[config.mk]
export PLATFORM = sky130hd
export DESIGN_NAME = ftp_reply_parser
export DESIGN_NICKNAME = d
export VERILOG_FILES = /design/src/rtl/core/frp_pkg.sv /design/src/rtl/core/ftp_reply_parser.sv
export VERILOG_INCLUDE_DIRS = /design/src /design/src/rtl/core
export SDC_FILE = /design/constraint.sdc
export NUM_CORES = 1
export LEC_CHECK = 0
export BUFFER_PORTS_ARGS = -buffer_cell sky130_fd_sc_hd__buf_4
export CAP_MARGIN = 40
export CORE_MARGIN = 2
export CORE_UTILIZATION = 30
export DETAILED_ROUTE_END_ITERATION = 10
export MAX_ROUTING_LAYER = met4
export PLACE_DENSITY = 0.41
export SLEW_MARGIN = 5
export SYNTH_ARGS = -nofsm -noshare
export SYNTH_HDL_FRONTEND = slang
export SYNTH_SLANG_ARGS = --single-unit
[constraint.sdc]
create_clock -name clk -period 10.13 [get_ports clk]
set_input_delay 1.5195 -clock clk [delete_from_list [all_inputs] [get_ports clk]]
set_output_delay 1.5195 -clock clk [all_outputs]
set_load 0.02 [all_outputs]
[src/rtl/core/ftp_reply_parser_assert.svh]
// assertion helpers for the reply parser, clocked on clk with reset rst_n
`ifndef FTP_REPLY_PARSER_ASSERT_SVH
`define FTP_REPLY_PARSER_ASSERT_SVH

// consequent must hold in the same cycle as the antecedent
`define FRP_ASSERT_NOW(lbl, ante, cons, msg) \
  lbl: assert property (@(posedge clk) disable iff (!rst_n) (ante) |-> (cons)) else $error(msg);

// consequent must hold in the cycle after the antecedent
`define FRP_ASSERT_NEXT(lbl, ante, cons, msg) \
  lbl: assert property (@(posedge clk) disable iff (!rst_n) (ante) |=> (cons)) else $error(msg);

`endif

[src/rtl/core/frp_pkg.sv]
package frp_pkg;

  localparam int unsigned LINE_KEEP_DEF = 512;

  localparam logic [15:0] DEADLINE_RST = 16'd6000;
  localparam logic [15:0] IDLE_RST     = 16'd1500;

  localparam logic [9:0] CODE_PASV = 10'd227;
  localparam logic [16:0] BYTE_MAX = 17'd255;
  localparam logic [2:0] DIGITS_MAX = 3'd5;
  localparam logic [2:0] FIELD_P1 = 3'd4;
  localparam logic [2:0] FIELD_P2 = 3'd5;

  localparam logic [7:0] CH_NUL    = 8'h00;
  localparam logic [7:0] CH_LF     = 8'h0a;
  localparam logic [7:0] CH_CR     = 8'h0d;
  localparam logic [7:0] CH_SPACE  = 8'h20;
  localparam logic [7:0] CH_LPAREN = 8'h28;
  localparam logic [7:0] CH_COMMA  = 8'h2c;
  localparam logic [7:0] CH_DASH   = 8'h2d;
  localparam logic [7:0] CH_ZERO   = 8'h30;
  localparam logic [7:0] CH_NINE   = 8'h39;

  typedef enum logic [1:0] {
    CMD_BYTE  = 2'd0,
    CMD_TICK  = 2'd1,
    CMD_BEGIN = 2'd2,
    CMD_CLOSE = 2'd3
  } cmd_t;

  typedef enum logic [2:0] {
    ST_OK       = 3'd0,
    ST_NO_REPLY = 3'd1,
    ST_DEADLINE = 3'd2,
    ST_IDLE     = 3'd3,
    ST_CLOSED   = 3'd4
  } status_t;

  typedef enum logic [2:0] {
    PH_SEEK   = 3'd0,
    PH_SKIP   = 3'd1,
    PH_DIGITS = 3'd2,
    PH_GOOD   = 3'd3,
    PH_BAD    = 3'd4
  } phase_t;

  typedef enum logic {
    CFG_DEADLINE = 1'b0,
    CFG_IDLE     = 1'b1
  } cfg_idx_t;

  typedef struct packed {
    logic [1:0] cmd;
    logic [7:0] rx_byte;
  } in_t;

  typedef struct packed {
    logic [2:0]  status;
    logic [9:0]  reply_code;
    logic        pasv_ok;
    logic [15:0] data_port;
  } out_t;

  typedef struct packed {
    phase_t      phase;
    logic [2:0]  field_index;
    logic [16:0] accum;
    logic [2:0]  digit_count;
    logic [7:0]  port_hi;
    logic [7:0]  port_lo;
  } scan_t;

  function automatic logic is_digit(input logic [7:0] c);
    return (c >= CH_ZERO) && (c <= CH_NINE);
  endfunction

endpackage

[src/rtl/core/ftp_reply_parser.sv]
// throughput: one request per cycle, unless the result register is stalled
// each request goes from the input register through one update of the parse
// state into the result register
// reset: parser idle, line and scan state cleared, deadline 6000, idle limit 1500
module ftp_reply_parser #(
  parameter int unsigned LINE_KEEP = frp_pkg::LINE_KEEP_DEF
) (
  input  logic            clk,
  input  logic            rst_n,
  input  logic            in_valid,
  output logic            in_stall,
  input  frp_pkg::in_t    in_data,
  output logic            out_valid,
  input  logic            out_stall,
  output frp_pkg::out_t   out_data,
  input  logic            cfg_valid,
  output logic            cfg_ready,
  input  logic            cfg_index,
  input  logic [15:0]     cfg_data
);
  import frp_pkg::*;

  localparam int unsigned POS_W = $clog2(LINE_KEEP);
  localparam logic [POS_W-1:0] POS_LAST = POS_W'(LINE_KEEP - 1);
  localparam logic [POS_W-1:0] POS_HEAD = POS_W'(4);

  logic        in_valid_r;
  in_t         in_data_r;
  logic        out_valid_r;
  out_t        out_data_r;
  logic        proc_go;

  logic [15:0] deadline_r;
  logic [15:0] idle_lim_r;

  logic             busy_r, busy_nxt;
  logic             first_r, first_nxt;
  logic             multi_r, multi_nxt;
  logic [POS_W-1:0] pos_r, pos_nxt;
  logic [7:0]       head_r [4];
  logic [7:0]       head_nxt [4];
  logic [7:0]       code_r [3];
  logic [7:0]       code_nxt [3];
  logic [15:0]      elapsed_r, elapsed_nxt;
  logic [15:0]      idle_r, idle_nxt;
  scan_t            scan_r, scan_nxt;

  logic             emit;
  out_t             res;

  function automatic scan_t scan_feed(input scan_t s, input logic [7:0] c);
    scan_t t;
    t = s;
    case (s.phase)
      PH_SEEK: begin
        if (c == CH_NUL) begin
          t.phase = PH_BAD;
        end else if (c == CH_LPAREN) begin
          t.phase = PH_SKIP;
          t.field_index = 3'd0;
        end
      end
      PH_SKIP: begin
        if (c == CH_SPACE) begin
          t.phase = PH_SKIP;
        end else if (is_digit(c)) begin
          t.accum = {13'd0, c[3:0]};
          t.digit_count = 3'd1;
          t.phase = PH_DIGITS;
        end else begin
          t.phase = PH_BAD;
        end
      end
      PH_DIGITS: begin
        if (is_digit(c) && (s.digit_count < DIGITS_MAX)) begin
          // times ten as two shifts
          t.accum = (s.accum << 3) + (s.accum << 1) + {13'd0, c[3:0]};
          t.digit_count = s.digit_count + 3'd1;
        end else if (s.accum > BYTE_MAX) begin
          t.phase = PH_BAD;
        end else begin
          if (s.field_index == FIELD_P1) t.port_hi = s.accum[7:0];
          if (s.field_index == FIELD_P2) t.port_lo = s.accum[7:0];
          if (s.field_index >= FIELD_P2) begin
            t.phase = PH_GOOD;
          end else if (c == CH_COMMA) begin
            t.field_index = s.field_index + 3'd1;
            t.accum = 17'd0;
            t.digit_count = 3'd0;
            t.phase = PH_SKIP;
          end else begin
            t.phase = PH_BAD;
          end
        end
      end
      default: begin
        t = s;
      end
    endcase
    return t;
  endfunction

  function automatic logic [9:0] code_value(input logic [7:0] d0, input logic [7:0] d1,
                                            input logic [7:0] d2);
    return 10'({6'd0, d0[3:0]} * 10'd100) + 10'({6'd0, d1[3:0]} * 10'd10) +
           {6'd0, d2[3:0]};
  endfunction

  assign proc_go   = in_valid_r && (!out_valid_r || !out_stall);
  assign in_stall  = in_valid_r && !proc_go;
  assign out_valid = out_valid_r;
  assign out_data  = out_data_r;
  assign cfg_ready = 1'b1;

  always_comb begin
    logic [16:0] e_sum;
    logic [16:0] d_sum;
    logic [7:0]  c;
    logic        ok_end;
    logic        head_ok;
    logic        cont_end;
    logic [9:0]  code;
    scan_t       s_end;
    logic        pasv;

    busy_nxt    = busy_r;
    first_nxt   = first_r;
    multi_nxt   = multi_r;
    pos_nxt     = pos_r;
    head_nxt    = head_r;
    code_nxt    = code_r;
    elapsed_nxt = elapsed_r;
    idle_nxt    = idle_r;
    scan_nxt    = scan_r;
    emit        = 1'b0;
    res         = '0;

    c        = in_data_r.rx_byte;
    e_sum    = {1'b0, elapsed_r} + 17'd1;
    d_sum    = {1'b0, idle_r} + 17'd1;
    s_end    = scan_feed(scan_r, CH_NUL);
    head_ok  = is_digit(head_r[0]) && is_digit(head_r[1]) && is_digit(head_r[2]);
    cont_end = (head_r[0] == code_r[0]) && (head_r[1] == code_r[1]) &&
               (head_r[2] == code_r[2]) && (head_r[3] == CH_SPACE);
    // on the first line the code comes straight from the head characters
    code     = first_r ? code_value(head_r[0], head_r[1], head_r[2])
                       : code_value(code_r[0], code_r[1], code_r[2]);
    pasv     = (code == CODE_PASV) && (s_end.phase == PH_GOOD);
    ok_end   = 1'b0;

    case (cmd_t'(in_data_r.cmd))
      CMD_BEGIN: begin
        busy_nxt    = 1'b1;
        first_nxt   = 1'b1;
        multi_nxt   = 1'b0;
        pos_nxt     = '0;
        head_nxt    = '{default: 8'd0};
        code_nxt    = '{default: 8'd0};
        scan_nxt    = '{phase: PH_SEEK, default: '0};
        elapsed_nxt = 16'd0;
        idle_nxt    = 16'd0;
      end
      CMD_CLOSE: begin
        if (busy_r) begin
          emit       = 1'b1;
          res.status = ST_CLOSED;
        end
      end
      CMD_TICK: begin
        if (busy_r) begin
          if (e_sum > {1'b0, deadline_r}) begin
            emit       = 1'b1;
            res.status = ST_DEADLINE;
          end else if (d_sum > {1'b0, idle_lim_r}) begin
            emit       = 1'b1;
            res.status = ST_IDLE;
          end else begin
            elapsed_nxt = e_sum[15:0];
            idle_nxt    = d_sum[15:0];
          end
        end
      end
      CMD_BYTE: begin
        if (busy_r) begin
          idle_nxt = 16'd0;
          if (c == CH_LF) begin
            scan_nxt = s_end;
            if (first_r) begin
              if (!head_ok) begin
                emit       = 1'b1;
                res.status = ST_NO_REPLY;
              end else begin
                code_nxt[0] = head_r[0];
                code_nxt[1] = head_r[1];
                code_nxt[2] = head_r[2];
                multi_nxt   = (head_r[3] == CH_DASH);
                first_nxt   = 1'b0;
                ok_end      = (head_r[3] != CH_DASH);
              end
            end else begin
              ok_end = cont_end;
            end
            if (ok_end) begin
              emit           = 1'b1;
              res.status     = ST_OK;
              res.reply_code = code;
              res.pasv_ok    = pasv;
              res.data_port  = pasv ? {s_end.port_hi, s_end.port_lo} : 16'd0;
            end
            // line clear; port bytes stay with the reply
            pos_nxt  = '0;
            head_nxt = '{default: 8'd0};
            scan_nxt = '{phase: PH_SEEK, field_index: 3'd0, accum: 17'd0,
                         digit_count: 3'd0, port_hi: s_end.port_hi,
                         port_lo: s_end.port_lo};
          end else if ((c != CH_CR) && (pos_r < POS_LAST)) begin
            if (pos_r < POS_HEAD) head_nxt[pos_r[1:0]] = c;
            scan_nxt = scan_feed(scan_r, c);
            pos_nxt  = pos_r + POS_W'(1);
          end
        end
      end
      default: begin
        busy_nxt = busy_r;
      end
    endcase

    if (emit) busy_nxt = 1'b0;
  end

  always_ff @(posedge clk) begin
    if (!rst_n) begin
      in_valid_r  <= 1'b0;
      out_valid_r <= 1'b0;
      deadline_r  <= DEADLINE_RST;
      idle_lim_r  <= IDLE_RST;
      busy_r      <= 1'b0;
      first_r     <= 1'b1;
      multi_r     <= 1'b0;
      pos_r       <= '0;
      head_r      <= '{default: 8'd0};
      code_r      <= '{default: 8'd0};
      elapsed_r   <= 16'd0;
      idle_r      <= 16'd0;
      scan_r      <= '{phase: PH_SEEK, default: '0};
    end else begin
      if (in_valid && !in_stall) begin
        in_valid_r <= 1'b1;
      end else if (proc_go) begin
        in_valid_r <= 1'b0;
      end

      if (proc_go) begin
        out_valid_r <= emit;
      end else if (!out_stall) begin
        out_valid_r <= 1'b0;
      end

      if (cfg_valid && cfg_ready) begin
        case (cfg_idx_t'(cfg_index))
          CFG_DEADLINE: deadline_r <= cfg_data;
          CFG_IDLE:     idle_lim_r <= cfg_data;
          default:      deadline_r <= deadline_r;
        endcase
      end

      if (proc_go) begin
        busy_r    <= busy_nxt;
        first_r   <= first_nxt;
        multi_r   <= multi_nxt;
        pos_r     <= pos_nxt;
        head_r    <= head_nxt;
        code_r    <= code_nxt;
        elapsed_r <= elapsed_nxt;
        idle_r    <= idle_nxt;
        scan_r    <= scan_nxt;
      end
    end
  end

  always_ff @(posedge clk) begin
    if (in_valid && !in_stall) in_data_r <= in_data;
    if (proc_go && emit) out_data_r <= res;
  end

`include "ftp_reply_parser_assert.svh"

  `FRP_ASSERT_NOW(a_pasv_code, out_valid_r && out_data_r.pasv_ok, (out_data_r.status == ST_OK) && (out_data_r.reply_code == CODE_PASV), "pasv result without ok status and code 227")
  `FRP_ASSERT_NOW(a_err_clean, out_valid_r && (out_data_r.status != ST_OK), (out_data_r.reply_code == 10'd0) && !out_data_r.pasv_ok && (out_data_r.data_port == 16'd0), "error result carries reply fields")
  `FRP_ASSERT_NEXT(a_emit_out, proc_go && emit, out_valid_r, "result lost on its way to the output register")
  `FRP_ASSERT_NEXT(a_begin_busy, proc_go && (in_data_r.cmd == CMD_BEGIN), busy_r && first_r && (pos_r == '0), "begin request did not open a reply")
  `FRP_ASSERT_NEXT(a_idle_no_out, proc_go && !busy_r && (in_data_r.cmd != CMD_BEGIN), !busy_r && (out_valid_r == $past(out_valid_r && out_stall)), "idle parser produced a result")

endmodule

==> metrics <==
DR WL/cell=18.31 um; Compound-Gate Fraction of Synth Area=15.73%; commonest cells after routing, fill and taps aside=nand2_1 (206), dfxtp_1 (175), ha_1 (121), nor2_1 (102), a21oi_1 (96); drt drc=0; Routed Antenna Nets=0; CTS hold repair buffers=0; drt via density=around 5.1; EDFF count, synth=40; top_reg_cell synth=dfxtp_1; initial antenna violation count=1; Die Area=approximately 45000 um2; largest net degree at the start of global routing=69; first-pass GRT wire length=between 60000 and 70000 um; vias in the first global route=10640; total congestion overflow=0; PortBufs=63; TritonCTS clock tree=yes; multi-input logic area=7720 um2; final setup TNS=0 ps; Clk pin slew, worst setup/hold paths=60 ps; Mapped Cells=1485; Crit. End Element=flip-flop; Worst Hold End=head_r[4]; vias=between 10000 and 15000; max frequency=226.3 MHz; CP Launch Type=flip-flop; reg-to-reg endpoint=out_valid; post-synthesis mux area share=3.037%; row count=76; final net count=1698; synth warn=0; Post-Synth Simple-Gate Area=a little over a fifth; maxcap violations=0; hold depth=2; layout cell share with drive strength beyond 1=10.29%; Slew HR=37.68%; mean post-synth cell area=8.711 um2; Synth Area in Adders=between 10% and 20%; WP data required=10570 ps; post-synthesis xor/xnor area fraction=5.755%; CTS Buf Count=28; Root Buffer=clkbuf_16; CP Class=reg -> reg; Synth Cell Area=12940 um2; CTS resizes=0; type of the most critical hold path=reg -> reg; DIE HEIGHT=211.7 um; min cycle time layout=around 4400 ps; DR pass1 iterations=5; main combinational cell family by area after synthesis=simple AND/OR/NAND/NOR gates; net count after synthesis=1650; hold_sp=head_r[4]; FILL cells=4442; total global-route track usage=17.95%; Yosys cell types=90; leak pwr=roughly 6.3 nW; commonest non-fill, non-tap cell in the layout=nand2_1; Reg area=4705 um2; FF+latch count, synth=between 200 and 250; Clock Path Buffers=3; period utilization=between 40 and 50%; Die W=roughly 210 um; final hold vios=0; core area=42790 um2; routed wire length=a little under 40000 um; RSZ-0062 raised after global routing=false; Fin Clk Skew=13.47 ps; reg2reg path depth=13; H-Tree Depth=1; sinks on the clock net=215; Clk Latency, worst-skew pair=between 500 and 600 ps; worst-path fanout max=20; Final setup violation count=0; status=completed; GPL Wtd Cong=between 0.8 and 0.9; Reg2Reg Setup Slack=5710 ps; Async SR Flop Fraction=0%; Slew @ Worst Pin=927.0 ps; WP data arrival=between 4000 and 5000 ps; initial DRC count=566; worst reg2reg startpoint=idle_r[2]; area grow syn2layout=16.17%; cell area power density=between 100 and 150 nW/um2; Seq/Total Area, Yosys=a little over a third; io pins=65; Total Power=about 2.0 mW; maximum VDD drop=~0.00012 V; HPWL Detailed=28600 um; Post CTS Setup Buffer Count=0; initial core utilization=30.23%; max-slew violations=0
-- report_power, final --
group          switching [mW]  internal, mW  leakage, nW  total (mW)
registers              0.0150         0.882         1.81       0.897
logic                  0.0782        0.0392         4.04       0.117
clock network           0.402         0.604        0.459        1.01
total                   0.495          1.53         6.32        2.02
-- synth_stat cells, types with 4 or more instances --
master	n	area, um2
nand2_1	206	773.2
dfxtp_1	175	3503
ha_1	121	1514
nor2_1	103	386.6
a21oi_1	96	480.5
inv_1	75	281.5
o21ai_0	64	320.3
nand3_1	61	305.3
clkbuf_1	49	183.9
xor2_1	47	411.6
edfxtp_1	40	1201
xnor2_1	38	332.8
mux2i_1	37	370.4
and3_1	34	212.7
nand4_1	30	187.7
nor3_1	21	105.1
nor2b_1	19	118.9
o211ai_1	19	142.6
nor4_1	18	112.6
a22oi_1	17	127.6
and2_1	13	81.33
fa_1	12	240.2
o21a_1	12	90.09
or3_1	12	75.07
a211oi_1	11	82.58
a21o_1	9	67.56
a31oi_1	9	56.30
nand2b_1	9	56.30
o2111ai_1	7	61.31
o22ai_1	7	43.79
a31o_2	6	52.55
buf_1	6	22.52
buf_2	6	30.03
o31ai_1	5	37.54
a211o_1	4	35.03
and4_1	4	35.03
nor3b_1	4	30.03
or4_1	4	30.03
-- worst max-delay path by stage --
stage	startpoint	end	slack, ps	depth (start not counted)
floorplan	elapsed_r[4]	out_data[0]	5300	13
global placement	elapsed_r[0]	out_data[16]	5650	14
detailed placement	head_r[19]	out_data[7]	5670	13
CTS	head_r[19]	out_data[13]	5630	13
global route	idle_r[0]	out_valid	5240	14
finish	idle_r[2]	out_valid	5710	13
-- metrics by stage --
step	util [%]	setup slack [ps]	area (um2)	std cells	hold WS (ps)
floorplan	-	5299	12940	1485	416.3
global placement	32.56	5650	13930	2040	432.5
detailed placement	32.90	5673	14080	2049	439.4
CTS	35.11	5635	15020	2101	452.7
global route	35.11	5238	15030	2102	490.1
finish	35.12	5712	15030	2103	451.7
-- worst max-delay path: stages (launching register included) --
cell,delay [ps]
dfxtp_1,430
nand3_1,220
nor3_1,380
and2_1,280
nand3_1,170
xnor2_1,180
ha_1,300
nand3_1,130
nor4_1,340
a22o_1,250
and2_1,690
a31oi_4,470
buf_16,300
o21a_1,170
-- routing by layer --
layer / vias up / routed length (um) / GRT usage (%)
met5: - / 0 / -
met4: 0 / 544 / 3.400
met3: 39 / 1615 / 2.611
met2: 162 / 17550 / 28.38
met1: 5079 / 18800 / 24.52
li1: 5416 / - / -
-- cell families after synthesis --
| group | Yosys count |
|---|---|
| buffers and inverters | 139 |
| AOI/OAI and AO/OA | 310 |
| muxes | 39 |
| other | 1 |
| DFF | 215 |
| adders and majority gates | 133 |
| xor gates and xnor gates | 85 |
| and+or+nand+nor | 563 |
-- registers in the layout (all words and copies together), names as in the netlist --
name / count
out_valid: 1
head_r: 32
busy_r: 1
in_valid_r: 1
scan_r: 42
pos_r: 9
in_data_r: 10
out_data: 30
deadline_r: 16
code_r: 24
idle_lim_r: 16
idle_r: 16
elapsed_r: 16
first_r: 1
-- cell type report --
class                      count  area share [%]
multi-input combinational   1131           51.37
tap                          546           4.546
timing repair buffer          81           4.571
clock buffer                  41           5.612
sequential                   215           31.30
inverter                      76           1.898
clock inverter                11          0.6661
antenna                        2         0.03330
Power figures use the tool's default switching activity.
